==> config.mk <==
export PLATFORM = sky130hd
export DESIGN_NAME = beam_stack_recombine_prune_top
export DESIGN_NICKNAME = d
export VERILOG_FILES = /design/src/rtl/bsrp_pkg.sv /design/src/rtl/bsrp_ram.sv /design/src/rtl/bsrp_ctrl.sv /design/src/rtl/bsrp_dp.sv /design/src/rtl/beam_stack_recombine_prune_top.sv
export SDC_FILE = /design/constraint.sdc
export NUM_CORES = 2
export LEC_CHECK = 0
export BUFFER_PORTS_ARGS = -buffer_cell sky130_fd_sc_hd__buf_2
export CAP_MARGIN = 20
export CORE_MARGIN = 10
export CORE_UTILIZATION = 31
export CTS_BUF_LIST = sky130_fd_sc_hd__clkbuf_4 sky130_fd_sc_hd__clkbuf_8
export DETAILED_ROUTE_END_ITERATION = 10
export SLEW_MARGIN = 10
export SYNTH_ARGS = -nofsm -noshare
export SYNTH_HDL_FRONTEND = slang
export SYNTH_SLANG_ARGS = --single-unit
export TNS_END_PERCENT = 50
==> constraint.sdc <==
create_clock -name i_clk -period 16.5 [get_ports i_clk]
set_input_delay 1.65 -clock i_clk [delete_from_list [all_inputs] [get_ports i_clk]]
set_output_delay 1.65 -clock i_clk [all_outputs]
set_load 0.01 [all_outputs]
==> src/rtl/bsrp_pkg.sv <==
// Package for the hypothesis stack: command/status structs, FSM states,
// result and command codes, saturating add. No dependencies.
package bsrp_pkg;

    localparam logic [1:0] CMD_ADD   = 2'd0;
    localparam logic [1:0] CMD_CLEAR = 2'd1;
    localparam logic [1:0] CMD_QUERY = 2'd2;
    localparam logic [1:0] CMD_NONE  = 2'd3;

    localparam logic [2:0] OC_ADDED    = 3'd0;
    localparam logic [2:0] OC_REPLACED = 3'd1;
    localparam logic [2:0] OC_DROPPED  = 3'd2;
    localparam logic [2:0] OC_BELOW    = 3'd3;
    localparam logic [2:0] OC_EVICTED  = 3'd4;
    localparam logic [2:0] OC_CLEARED  = 3'd5;
    localparam logic [2:0] OC_BEST     = 3'd6;
    localparam logic [2:0] OC_EMPTY    = 3'd7;

    localparam logic [1:0] REG_BEAM    = 2'd0;
    localparam logic [1:0] REG_LIMIT   = 2'd1;
    localparam logic [1:0] REG_PDIS    = 2'd2;

    localparam logic signed [31:0] SCORE_MIN = 32'sh8000_0000;

    typedef enum logic [3:0] {
        ST_IDLE, ST_DISP, ST_EBW, ST_RD, ST_CHK, ST_ADEC, ST_UPD,
        ST_PCHK, ST_POST, ST_CLR, ST_QEMIT, ST_FLUSH
    } t_state;

    typedef enum logic [2:0] {
        SM_MATCH, SM_COUNT, SM_SEL, SM_EVICT, SM_QUERY
    } t_scan_mode;

    typedef enum logic [3:0] {
        DP_NOP, DP_CAP, DP_CHK, DP_EMIT_BW, DP_DROP, DP_REPL, DP_INS,
        DP_UPD, DP_PR_INIT, DP_SEL_INIT, DP_SEL_NEXT, DP_SEL_DONE,
        DP_EV_END, DP_CLR, DP_EMIT_Q, DP_FLUSH
    } t_dp_op;

    typedef struct packed {
        t_dp_op     op;
        t_scan_mode mode;
    } t_ctl_cmd;

    typedef struct packed {
        logic [1:0] cmd;
        logic       below_worst;
        logic       match_f;
        logic       better;
        logic       free_f;
        logic       idx_last;
        logic       cand_zero;
        logic       sel_done;
        logic       evict_hit;
        logic       rdy;
        logic       out_free;
        logic       need_prune;
    } t_dp_status;

    function automatic logic signed [31:0] sat_add(input logic signed [31:0] a,
                                                   input logic signed [31:0] b);
        logic signed [32:0] s;
        s = 33'(a) + 33'(b);
        if (s > 33'sd2147483647)       sat_add = 32'sh7FFF_FFFF;
        else if (s < -33'sd2147483648) sat_add = SCORE_MIN;
        else                           sat_add = s[31:0];
    endfunction

endpackage

==> src/rtl/bsrp_ram.sv <==
// Generic simple dual-port RAM, one write and one registered read port.
// No dependencies.
module bsrp_ram #(
    parameter int WIDTH = 8,
    parameter int DEPTH = 32
) (
    input  logic                     i_clk,
    input  logic                     i_we,
    input  logic [$clog2(DEPTH)-1:0] i_waddr,
    input  logic [WIDTH-1:0]         i_wdata,
    input  logic [$clog2(DEPTH)-1:0] i_raddr,
    output logic [WIDTH-1:0]         o_rdata
);
    logic [WIDTH-1:0] r_mem [DEPTH];
    logic [WIDTH-1:0] r_q;

    always_ff @(posedge i_clk) begin
        if (i_we) r_mem[i_waddr] <= i_wdata;
        r_q <= r_mem[i_raddr];
    end

    assign o_rdata = r_q;
endmodule

==> src/rtl/bsrp_ctrl.sv <==
// Sequencer for the hypothesis stack: walks the slot scans and issues
// datapath operations. Depends on bsrp_pkg.
module bsrp_ctrl (
    input  logic                  i_clk,
    input  logic                  i_rst_n,
    input  logic                  i_valid,
    output logic                  o_stall,
    input  bsrp_pkg::t_dp_status  i_st,
    output bsrp_pkg::t_ctl_cmd    o_cmd
);
    bsrp_pkg::t_state     r_state, n_state;
    bsrp_pkg::t_scan_mode r_mode,  n_mode;

    always_ff @(posedge i_clk) begin
        if (!i_rst_n) begin
            r_state <= bsrp_pkg::ST_IDLE;
            r_mode  <= bsrp_pkg::SM_MATCH;
        end else begin
            r_state <= n_state;
            r_mode  <= n_mode;
        end
    end

    always_comb begin
        n_state    = r_state;
        n_mode     = r_mode;
        o_cmd.op   = bsrp_pkg::DP_NOP;
        o_cmd.mode = r_mode;
        o_stall    = (r_state != bsrp_pkg::ST_IDLE);
        case (r_state)
            bsrp_pkg::ST_IDLE: begin
                if (i_valid) begin
                    o_cmd.op = bsrp_pkg::DP_CAP;
                    n_state  = bsrp_pkg::ST_DISP;
                end
            end
            bsrp_pkg::ST_DISP: begin
                case (i_st.cmd)
                    bsrp_pkg::CMD_ADD: begin
                        if (i_st.below_worst) n_state = bsrp_pkg::ST_EBW;
                        else begin
                            n_mode  = bsrp_pkg::SM_MATCH;
                            n_state = bsrp_pkg::ST_RD;
                        end
                    end
                    bsrp_pkg::CMD_CLEAR: n_state = bsrp_pkg::ST_CLR;
                    bsrp_pkg::CMD_QUERY: begin
                        n_mode  = bsrp_pkg::SM_QUERY;
                        n_state = bsrp_pkg::ST_RD;
                    end
                    default: n_state = bsrp_pkg::ST_IDLE;
                endcase
            end
            bsrp_pkg::ST_EBW: begin
                if (i_st.rdy) begin
                    o_cmd.op = bsrp_pkg::DP_EMIT_BW;
                    n_state  = bsrp_pkg::ST_FLUSH;
                end
            end
            bsrp_pkg::ST_RD: n_state = bsrp_pkg::ST_CHK;
            bsrp_pkg::ST_CHK: begin
                // an eviction emits a word, so it waits for room
                if (!(r_mode == bsrp_pkg::SM_EVICT && i_st.evict_hit && !i_st.rdy)) begin
                    o_cmd.op = bsrp_pkg::DP_CHK;
                    n_state  = i_st.idx_last ? bsrp_pkg::ST_POST : bsrp_pkg::ST_RD;
                end
            end
            bsrp_pkg::ST_POST: begin
                case (r_mode)
                    bsrp_pkg::SM_MATCH: n_state = bsrp_pkg::ST_ADEC;
                    bsrp_pkg::SM_QUERY: n_state = bsrp_pkg::ST_QEMIT;
                    bsrp_pkg::SM_COUNT: begin
                        if (i_st.cand_zero) n_state = bsrp_pkg::ST_FLUSH;
                        else begin
                            o_cmd.op = bsrp_pkg::DP_SEL_INIT;
                            n_mode   = bsrp_pkg::SM_SEL;
                            n_state  = bsrp_pkg::ST_RD;
                        end
                    end
                    bsrp_pkg::SM_SEL: begin
                        if (i_st.sel_done) begin
                            o_cmd.op = bsrp_pkg::DP_SEL_DONE;
                            n_mode   = bsrp_pkg::SM_EVICT;
                        end else begin
                            o_cmd.op = bsrp_pkg::DP_SEL_NEXT;
                        end
                        n_state = bsrp_pkg::ST_RD;
                    end
                    bsrp_pkg::SM_EVICT: begin
                        o_cmd.op = bsrp_pkg::DP_EV_END;
                        n_state  = bsrp_pkg::ST_FLUSH;
                    end
                    default: n_state = bsrp_pkg::ST_FLUSH;
                endcase
            end
            bsrp_pkg::ST_ADEC: begin
                if (i_st.rdy) begin
                    if (i_st.match_f) begin
                        if (i_st.better) begin
                            o_cmd.op = bsrp_pkg::DP_REPL;
                            n_state  = bsrp_pkg::ST_UPD;
                        end else begin
                            o_cmd.op = bsrp_pkg::DP_DROP;
                            n_state  = bsrp_pkg::ST_FLUSH;
                        end
                    end else if (!i_st.free_f) begin
                        o_cmd.op = bsrp_pkg::DP_EMIT_BW;
                        n_state  = bsrp_pkg::ST_FLUSH;
                    end else begin
                        o_cmd.op = bsrp_pkg::DP_INS;
                        n_state  = bsrp_pkg::ST_UPD;
                    end
                end
            end
            bsrp_pkg::ST_UPD: begin
                o_cmd.op = bsrp_pkg::DP_UPD;
                n_state  = bsrp_pkg::ST_PCHK;
            end
            bsrp_pkg::ST_PCHK: begin
                if (i_st.need_prune) begin
                    o_cmd.op = bsrp_pkg::DP_PR_INIT;
                    n_mode   = bsrp_pkg::SM_COUNT;
                    n_state  = bsrp_pkg::ST_RD;
                end else begin
                    n_state = bsrp_pkg::ST_FLUSH;
                end
            end
            bsrp_pkg::ST_CLR: begin
                if (i_st.rdy) begin
                    o_cmd.op = bsrp_pkg::DP_CLR;
                    n_state  = bsrp_pkg::ST_FLUSH;
                end
            end
            bsrp_pkg::ST_QEMIT: begin
                if (i_st.rdy) begin
                    o_cmd.op = bsrp_pkg::DP_EMIT_Q;
                    n_state  = bsrp_pkg::ST_FLUSH;
                end
            end
            bsrp_pkg::ST_FLUSH: begin
                if (i_st.out_free) begin
                    o_cmd.op = bsrp_pkg::DP_FLUSH;
                    n_state  = bsrp_pkg::ST_IDLE;
                end
            end
            default: n_state = bsrp_pkg::ST_IDLE;
        endcase
    end
endmodule

==> src/rtl/bsrp_dp.sv <==
// Datapath for the hypothesis stack: slot RAM, valid bits, scan
// accumulators, kth-best selection, pending and output words.
// Depends on bsrp_pkg and bsrp_ram.
module bsrp_dp #(
    parameter int MAX_KEEP = 16,
    parameter int KEY_BITS = 32,
    parameter int ID_BITS  = 16
) (
    input  logic                        i_clk,
    input  logic                        i_rst_n,
    input  logic                        i_cfg_we,
    input  logic [1:0]                  i_cfg_idx,
    input  logic [31:0]                 i_cfg_data,
    input  logic [1:0]                  i_cmd,
    input  logic [ID_BITS-1:0]          i_hypo_id,
    input  logic [KEY_BITS-1:0]         i_recomb_key,
    input  logic signed [31:0]          i_new_score,
    input  logic                        i_stall,
    output logic                        o_valid,
    output logic [2:0]                  o_outcome,
    output logic [15:0]                 o_entry_id,
    output logic signed [31:0]          o_entry_score,
    output logic [5:0]                  o_entries_held,
    output logic                        o_last,
    input  bsrp_pkg::t_ctl_cmd          i_ctl,
    output bsrp_pkg::t_dp_status        o_st
);
    localparam int S  = 2 * MAX_KEEP;
    localparam int IW = $clog2(S);
    localparam int CW = $clog2(S + 1);
    localparam int WW = KEY_BITS + 32 + ID_BITS;

    // config
    logic signed [31:0] r_beam;
    logic [4:0]         r_lim;
    logic               r_pdis;
    // captured input
    logic [1:0]          r_cmd;
    logic [ID_BITS-1:0]  r_id;
    logic [KEY_BITS-1:0] r_key;
    logic signed [31:0]  r_sc;
    // stack state
    logic [S-1:0]        r_valid;
    logic [CW-1:0]       r_held;
    logic signed [31:0]  r_best, r_worst, r_bthr;
    // scan
    logic [IW-1:0]       r_idx, r_midx, r_fidx;
    logic                r_match_f, r_free_f, r_qf;
    logic [ID_BITS-1:0]  r_mid, r_qid;
    logic signed [31:0]  r_msc, r_qsc;
    // selection
    logic [CW-1:0]       r_cnt, r_rem, r_maxcnt;
    logic signed [31:0]  r_cur, r_max, r_thr;
    logic                r_first, r_max_f;
    // pending and output words
    logic                r_pv, r_ov, r_olast;
    logic [2:0]          r_poc, r_ooc;
    logic [15:0]         r_pid, r_oid;
    logic signed [31:0]  r_psc, r_osc;
    logic [CW-1:0]       r_pheld, r_oheld;

    logic [WW-1:0]       ram_q, ram_wd;
    logic [IW-1:0]       ram_wa;
    logic                ram_we;
    logic [KEY_BITS-1:0] q_key;
    logic signed [31:0]  q_sc;
    logic [ID_BITS-1:0]  q_id;
    logic                q_v, q_cand, evict_hit, out_free;
    logic [CW-1:0]       lim_eff, k_val;

    logic                emit;
    logic [2:0]          e_oc;
    logic [15:0]         e_id;
    logic signed [31:0]  e_sc;
    logic [CW-1:0]       e_held;
    logic signed [31:0]  b_new;

    bsrp_ram #(.WIDTH(WW), .DEPTH(S)) u_ram (
        .i_clk  (i_clk),
        .i_we   (ram_we),
        .i_waddr(ram_wa),
        .i_wdata(ram_wd),
        .i_raddr(r_idx),
        .o_rdata(ram_q)
    );

    assign q_id  = ram_q[ID_BITS-1:0];
    assign q_sc  = ram_q[ID_BITS +: 32];
    assign q_key = ram_q[ID_BITS+32 +: KEY_BITS];
    assign q_v   = r_valid[r_idx];
    assign q_cand = (r_beam == bsrp_pkg::SCORE_MIN) || (q_sc > r_bthr);
    assign evict_hit = q_v && (q_sc < r_thr);
    assign out_free  = !r_ov || !i_stall;

    always_comb begin
        if (r_lim == 5'd0)                      lim_eff = CW'(1);
        else if (32'(r_lim) > 32'(MAX_KEEP))    lim_eff = CW'(MAX_KEEP);
        else                                    lim_eff = CW'(r_lim);
        k_val = (lim_eff < r_cnt) ? lim_eff : r_cnt;
    end

    assign ram_we = (i_ctl.op == bsrp_pkg::DP_REPL) || (i_ctl.op == bsrp_pkg::DP_INS);
    assign ram_wa = (i_ctl.op == bsrp_pkg::DP_REPL) ? r_midx : r_fidx;
    assign ram_wd = {r_key, r_sc, r_id};
    assign b_new  = bsrp_pkg::sat_add(r_sc, r_beam);

    always_comb begin
        emit   = 1'b1;
        e_oc   = bsrp_pkg::OC_ADDED;
        e_id   = 16'(r_id);
        e_sc   = r_sc;
        e_held = r_held;
        case (i_ctl.op)
            bsrp_pkg::DP_EMIT_BW: e_oc = bsrp_pkg::OC_BELOW;
            bsrp_pkg::DP_DROP: begin
                e_oc = bsrp_pkg::OC_DROPPED; e_id = 16'(r_mid); e_sc = r_msc;
            end
            bsrp_pkg::DP_REPL: begin
                e_oc = bsrp_pkg::OC_REPLACED; e_id = 16'(r_mid); e_sc = r_msc;
            end
            bsrp_pkg::DP_INS: e_held = r_held + CW'(1);
            bsrp_pkg::DP_CLR: begin
                e_oc = bsrp_pkg::OC_CLEARED; e_id = 16'd0; e_sc = 32'sd0;
                e_held = '0;
            end
            bsrp_pkg::DP_EMIT_Q: begin
                if (r_qf) begin
                    e_oc = bsrp_pkg::OC_BEST; e_id = 16'(r_qid); e_sc = r_qsc;
                end else begin
                    e_oc = bsrp_pkg::OC_EMPTY; e_id = 16'd0; e_sc = 32'sd0;
                end
            end
            bsrp_pkg::DP_CHK: begin
                emit   = (i_ctl.mode == bsrp_pkg::SM_EVICT) && evict_hit;
                e_oc   = bsrp_pkg::OC_EVICTED;
                e_id   = 16'(q_id);
                e_sc   = q_sc;
                e_held = r_held - CW'(1);
            end
            default: emit = 1'b0;
        endcase
    end

    always_comb begin
        o_st.cmd         = r_cmd;
        o_st.below_worst = r_sc < r_worst;
        o_st.match_f     = r_match_f;
        o_st.better      = r_sc > r_msc;
        o_st.free_f      = r_free_f;
        o_st.idx_last    = (r_idx == IW'(S - 1));
        o_st.cand_zero   = (r_cnt == '0);
        o_st.sel_done    = (r_maxcnt >= r_rem);
        o_st.evict_hit   = evict_hit;
        o_st.rdy         = !r_pv || out_free;
        o_st.out_free    = out_free;
        o_st.need_prune  = !r_pdis && ({1'b0, r_held} >= {lim_eff, 1'b0});
    end

    // control state
    always_ff @(posedge i_clk) begin
        if (!i_rst_n) begin
            r_beam  <= bsrp_pkg::SCORE_MIN;
            r_lim   <= 5'd16;
            r_pdis  <= 1'b0;
            r_valid <= '0;
            r_held  <= '0;
            r_best  <= bsrp_pkg::SCORE_MIN;
            r_worst <= bsrp_pkg::SCORE_MIN;
            r_pv    <= 1'b0;
            r_ov    <= 1'b0;
        end else begin
            if (i_cfg_we) begin
                case (i_cfg_idx)
                    bsrp_pkg::REG_BEAM:  r_beam <= i_cfg_data;
                    bsrp_pkg::REG_LIMIT: r_lim  <= i_cfg_data[4:0];
                    bsrp_pkg::REG_PDIS:  r_pdis <= i_cfg_data[0];
                    default: ;
                endcase
            end
            case (i_ctl.op)
                bsrp_pkg::DP_INS: begin
                    r_valid[r_fidx] <= 1'b1;
                    r_held          <= r_held + CW'(1);
                end
                bsrp_pkg::DP_CLR: begin
                    r_valid <= '0;
                    r_held  <= '0;
                end
                bsrp_pkg::DP_CHK: begin
                    if (i_ctl.mode == bsrp_pkg::SM_EVICT && evict_hit) begin
                        r_valid[r_idx] <= 1'b0;
                        r_held         <= r_held - CW'(1);
                    end
                end
                bsrp_pkg::DP_UPD: begin
                    if (r_sc > r_best) begin
                        r_best <= r_sc;
                        if (r_beam != bsrp_pkg::SCORE_MIN && b_new > r_worst)
                            r_worst <= b_new;
                    end
                end
                bsrp_pkg::DP_EV_END: r_worst <= r_thr;
                default: ;
            endcase
            // output register drains; pending word moves ahead on emit or flush
            if ((emit && r_pv) || i_ctl.op == bsrp_pkg::DP_FLUSH) r_ov <= 1'b1;
            else if (!i_stall) r_ov <= 1'b0;
            if (emit) r_pv <= 1'b1;
            else if (i_ctl.op == bsrp_pkg::DP_FLUSH) r_pv <= 1'b0;
        end
    end

    // payload and scan registers
    always_ff @(posedge i_clk) begin
        if ((emit && r_pv) || i_ctl.op == bsrp_pkg::DP_FLUSH) begin
            r_ooc   <= r_poc;
            r_oid   <= r_pid;
            r_osc   <= r_psc;
            r_oheld <= r_pheld;
            r_olast <= (i_ctl.op == bsrp_pkg::DP_FLUSH);
        end
        if (emit) begin
            r_poc   <= e_oc;
            r_pid   <= e_id;
            r_psc   <= e_sc;
            r_pheld <= e_held;
        end
        case (i_ctl.op)
            bsrp_pkg::DP_CAP: begin
                r_cmd     <= i_cmd;
                r_id      <= i_hypo_id;
                r_key     <= i_recomb_key;
                r_sc      <= i_new_score;
                r_idx     <= '0;
                r_match_f <= 1'b0;
                r_free_f  <= 1'b0;
                r_qf      <= 1'b0;
            end
            bsrp_pkg::DP_PR_INIT: begin
                r_bthr <= bsrp_pkg::sat_add(r_best, r_beam);
                r_cnt  <= '0;
                r_idx  <= '0;
            end
            bsrp_pkg::DP_SEL_INIT: begin
                r_rem    <= k_val;
                r_first  <= 1'b1;
                r_max_f  <= 1'b0;
                r_maxcnt <= '0;
                r_idx    <= '0;
            end
            bsrp_pkg::DP_SEL_NEXT: begin
                // next distinct score down the ranking
                r_rem    <= r_rem - r_maxcnt;
                r_cur    <= r_max;
                r_first  <= 1'b0;
                r_max_f  <= 1'b0;
                r_maxcnt <= '0;
                r_idx    <= '0;
            end
            bsrp_pkg::DP_SEL_DONE: begin
                r_thr <= r_max;
                r_idx <= '0;
            end
            bsrp_pkg::DP_CHK: begin
                r_idx <= r_idx + IW'(1);
                case (i_ctl.mode)
                    bsrp_pkg::SM_MATCH: begin
                        if (q_v && !r_match_f && q_key == r_key) begin
                            r_match_f <= 1'b1;
                            r_midx    <= r_idx;
                            r_mid     <= q_id;
                            r_msc     <= q_sc;
                        end
                        if (!q_v && !r_free_f) begin
                            r_free_f <= 1'b1;
                            r_fidx   <= r_idx;
                        end
                    end
                    bsrp_pkg::SM_QUERY: begin
                        if (q_v && (!r_qf || q_sc > r_qsc)) begin
                            r_qf  <= 1'b1;
                            r_qid <= q_id;
                            r_qsc <= q_sc;
                        end
                    end
                    bsrp_pkg::SM_COUNT: begin
                        if (q_v && q_cand) r_cnt <= r_cnt + CW'(1);
                    end
                    bsrp_pkg::SM_SEL: begin
                        if (q_v && q_cand && (r_first || q_sc < r_cur)) begin
                            if (!r_max_f || q_sc > r_max) begin
                                r_max    <= q_sc;
                                r_max_f  <= 1'b1;
                                r_maxcnt <= CW'(1);
                            end else if (q_sc == r_max) begin
                                r_maxcnt <= r_maxcnt + CW'(1);
                            end
                        end
                    end
                    default: ;
                endcase
            end
            default: ;
        endcase
    end

    assign o_valid        = r_ov;
    assign o_outcome      = r_ooc;
    assign o_entry_id     = r_oid;
    assign o_entry_score  = r_osc;
    assign o_entries_held = 6'(r_oheld);
    assign o_last         = r_olast;
endmodule

==> src/rtl/beam_stack_recombine_prune_top.sv <==
// Hypothesis stack with recombination and lazy histogram pruning.
// Top level: sequencer plus datapath. Depends on bsrp_pkg, bsrp_ctrl, bsrp_dp.
//
// Input channel (i_valid/o_stall) takes one command word: add, clear or
// query best. Output channel (o_valid/i_stall) returns one or more result
// words per add, clear or query (none for the no-op code), o_last on the
// final one. Configuration writes (i_cfg_we/i_cfg_idx/i_cfg_data) are
// taken any cycle, meant while idle. One command at a time: o_stall is
// high from acceptance until the last word has entered the output
// register. Slots (2*MAX_KEEP) are scanned through the slot RAM, each
// slot with a read state and then a check state. A query makes one
// sweep; an add not below the worst score makes a match sweep, plus when
// pruning runs a sweep for the candidate count, a sweep per distinct
// score ranked while finding the threshold (at most the limit), and the
// eviction sweep. Each result word waits in a pending register so that
// o_last can be set. Reset empties the stack and restores register
// defaults. A stalling receiver holds the output word; the sequencer
// waits when the pending register is full and a stall holds the output word.
module beam_stack_recombine_prune_top #(
    parameter int MAX_KEEP = 16,
    parameter int KEY_BITS = 32,
    parameter int ID_BITS  = 16
) (
    input  logic                 i_clk,
    input  logic                 i_rst_n,
    input  logic                 i_cfg_we,
    input  logic [1:0]           i_cfg_idx,
    input  logic [31:0]          i_cfg_data,
    input  logic                 i_valid,
    output logic                 o_stall,
    input  logic [1:0]           i_cmd,
    input  logic [ID_BITS-1:0]   i_hypo_id,
    input  logic [KEY_BITS-1:0]  i_recomb_key,
    input  logic signed [31:0]   i_new_score,
    output logic                 o_valid,
    input  logic                 i_stall,
    output logic [2:0]           o_outcome,
    output logic [15:0]          o_entry_id,
    output logic signed [31:0]   o_entry_score,
    output logic [5:0]           o_entries_held,
    output logic                 o_last
);
    bsrp_pkg::t_ctl_cmd   ctl;
    bsrp_pkg::t_dp_status st;

    bsrp_ctrl u_ctrl (
        .i_clk  (i_clk),
        .i_rst_n(i_rst_n),
        .i_valid(i_valid),
        .o_stall(o_stall),
        .i_st   (st),
        .o_cmd  (ctl)
    );

    bsrp_dp #(.MAX_KEEP(MAX_KEEP), .KEY_BITS(KEY_BITS), .ID_BITS(ID_BITS)) u_dp (
        .i_clk         (i_clk),
        .i_rst_n       (i_rst_n),
        .i_cfg_we      (i_cfg_we),
        .i_cfg_idx     (i_cfg_idx),
        .i_cfg_data    (i_cfg_data),
        .i_cmd         (i_cmd),
        .i_hypo_id     (i_hypo_id),
        .i_recomb_key  (i_recomb_key),
        .i_new_score   (i_new_score),
        .i_stall       (i_stall),
        .o_valid       (o_valid),
        .o_outcome     (o_outcome),
        .o_entry_id    (o_entry_id),
        .o_entry_score (o_entry_score),
        .o_entries_held(o_entries_held),
        .o_last        (o_last),
        .i_ctl         (ctl),
        .o_st          (st)
    );
endmodule

==> qor.yml <==
portBuffers: 180
dp_hpwl_mm: 213.9
vias_per_cell: 5.267
p_total_mw: 25.72
avgSynthCellArea_um2: 18.15
end_kind: "register"
ctsHoldBuffers: 0
post-route-period-util: 0.4668
ir_worst_vdd_mv: 0.1864
r2r_start: "u_dp.r_idx[1]$_SDFFCE_PN0P_"
drv_slew: 0
setup_violations: 0
rsz0062_at_grt: "no"
place_inst: 12980
syn2layout_area_growth_pct: 14.85
holdCritStartpoint: "u_dp.r_poc[1]$_DFFE_PP_"
final_util: 0.3577
first_iter_violations: 8474
synthesis.area_um2: 132100
hold_path.class: "register to register"
crit_slowest_cell: "buf_4"
final_cells: 13950
cts-htree-levels: 6
die_h_um: 672.7
cts_max_path_buffers: 4
drive_above_1_share: 0.2438
dpl-instance-area_um2: 140800
slowest_delay_ps: 810
wl_per_cell_um: 26.86
synthCells: 7276
ys_types: 101
synth-edff-count: 3019
crit_required_ps: 17240
cp-startpoint: "u_dp.r_idx[1]$_SDFFCE_PN0P_"
p_leak_nw: 49.96
whs_ps: 392.7
cts_tree: "done"
power_density_nw_per_um2: 169.6
postRouteAntennaNets: 0
grt_pass1_vias: 75160
min_period_ps: 7702
vias: 73500
synth_area_leaders: "edfxtp_1 69%, mux4_2 11%, ha_1 3.6%"
status: "finished, final reports clean"
globalRouteTotalUtil: 0.1595
cts_setup_buffers: 0
synth_ff_type: "edfxtp_1"
core-area_um2: 424000
arrival_ps: 8440
stdcell_area_um2: 151700
async_flop_share: 0
maxCapViolations: 0
antenna_found_initial: 40
die_w_um: 672.7
cts_num_sinks: 3248
maxSlewHeadroom: 0.2335
final_nets: 8360
synth_seq_cells: 3248
clk-insertion-delay-late_ps: 1170
grt_pass1_wl_mm: 538.0
drtPass1Iterations: 9
start_util: 0.3115
layout_setup_ws_ps: 8798
synth_top_cell_by_area: "edfxtp_1"
crit_type: "register to register"
grt_max_degree: 132
ys_seq_area_frac: 0.7212
hold_end: "u_dp.o_outcome[1]$_DFFE_PP_"
cp_cell_sequence: "buf_4 -> buf_4 -> mux2i_1 -> o22ai_1 -> a2111oi_0 -> nor2_1 -> o311ai_4 -> o21a_4 -> nand4_4 -> nor4_4 -> a31oi_2 -> nor2_4 -> buf_4 -> buf_4"
drt-total-wl_mm: 374.8
r2r_slack_ps: 8800
hold_viol: 0
clock.fmax_mhz: 129.8
cts_buffers: 527
syn_nets: 7781
start_kind: "register"
clock-root-buffer: "clkbuf_8"
rr_endpoint: "u_dp.u_ram.r_mem[25][59]$_DFFE_PP_"
drc: 0
cp_max_fo: 66
num_rows: 239
die_area_um2: 452500
nFillCells: 39460
path_clk_slew_ps: 60
hold_depth: 0
gp_congestion: 0.8439
tns_ps: 0
synth_top_cell_area_share: 0.6864
ctsResizeCount: 0
ff2ff_path_depth: 14
yosys_warnings: 0
critPathMostFrequentCell: "buf_4"
tightestPinTransition_ps: 1121
grt.overflow.total: 0
finClkSkew_ps: 74.65
io_pins: 181
dp_slack_ps: 8923
## registers in the layout, summed over array words and instances (netlist names), 32 cells and up
register	cells
u_dp.r_key	32
u_dp.r_worst	32
u_dp.r_qsc	32
u_dp.r_bthr	32
u_dp.o_entry_score	32
u_dp.r_best	32
u_dp.r_psc	32
u_dp.r_msc	32
u_dp.r_valid	32
u_dp.r_cur	32
u_dp.r_max	32
u_dp.u_ram.r_mem	2560
u_dp.r_sc	32
u_dp.u_ram.o_rdata	80
u_dp.r_beam	32
u_dp.r_thr	32
## power breakdown
part           switching [mW]  total [mW]  internal [mW]
combinational            4.95        7.74           2.79
sequential              0.444        10.9           10.4
clock                    3.29        7.08           3.79
total                    8.69        25.7           17.0
## Yosys cell counts (all sizes together) (31+ instances only)
cell type	n
buf	144
maj3	31
o22ai	39
ha	381
a21o	97
nor2	267
dfxtp	229
xor2	50
a21oi	281
nand2	195
o21ai	156
clkbuf	193
nor3	39
nand3	44
nand4	154
mux2i	82
inv	374
a22oi	352
a222oi	48
xnor2	52
edfxtp	3019
mux4	641
## worst max-delay path, delay by kind of cell (launching register included)
| family | cells | cell delay, ps |
|---|---|---|
| buf+inv | 4 | 3080 |
| simple gates | 4 | 1810 |
| compound gates | 5 | 1640 |
| flops | 1 | 340 |
| mux | 1 | 270 |
## logic make-up (layout without fill, tap and decap cells)
family | after synthesis | after routing | synth area share
fa+ha+maj | 415 | 415 | 0.03890
simple gates | 883 | 883 | 0.03395
other cells | 0 | 29 | 0
compound gates | 1188 | 1188 | 0.06205
buf+inv | 711 | 1697 | 0.02114
mux | 729 | 729 | 0.1160
flops | 3248 | 3248 | 0.7212
xor+xnor | 102 | 102 | 0.006764
## cells in the final DEF (no fill, tap or decap), types with 31 or more instances in the layout
cell and count:
edfxtp_1 3019, mux4_2 641, clkbuf_8 567, ha_1 381, inv_1 369, a22oi_1 352
a21oi_1 280, dfxtp_1 229, nor2_1 226, clkbuf_4 208, nand2_1 193, buf_4 182
buf_2 180, nand4_1 153, o21ai_0 136, a21o_1 97, mux2i_1 82, clkinv_1 65
xnor2_1 52, xor2_1 50, a222oi_1 48, nand3_1 43, o22ai_1 38, nor2_4 38
nor3_1 33, clkinv_2 33, maj3_1 31
## area by class of cell
cell class	count	area, µm²	share of cell area
timing repair buffer	387	2779	0.01832
multi-input combinational	3317	34450	0.2271
antenna	29	72.57	0.0004784
clock inverter	161	1270	0.008373
clock buffer	775	9365	0.06174
inverter	374	1415	0.009330
sequential	3248	95240	0.6279
tap	5663	7086	0.04671
## per-layer routing
layer,share of wire,wire length (µm),global-route usage,vias to the layer above
met5,0.00013,47,0,-
met4,0.025,9249,0.04011,8
met3,0.084,31320,0.03062,624
met2,0.47,175800,0.2579,3411
met1,0.42,158400,0.2218,38610
li1,-,-,-,30840
## worst max path at each step
| stage | end | cells after the start |
|---|---|---|
| after floorplan | u_dp.r_match_f$_DFFE_PP_ | 10 |
| after global placement | u_dp.u_ram.r_mem[25][59]$_DFFE_PP_ | 14 |
| after detailed placement | u_dp.u_ram.r_mem[25][61]$_DFFE_PP_ | 14 |
| after CTS | u_dp.u_ram.r_mem[25][60]$_DFFE_PP_ | 14 |
| after global routing | u_dp.r_worst[23]$_SDFFE_PN0P_ | 23 |
| final | u_dp.u_ram.r_mem[25][59]$_DFFE_PP_ | 14 |
No activity file was read; power rests on OpenSTA's default activity.
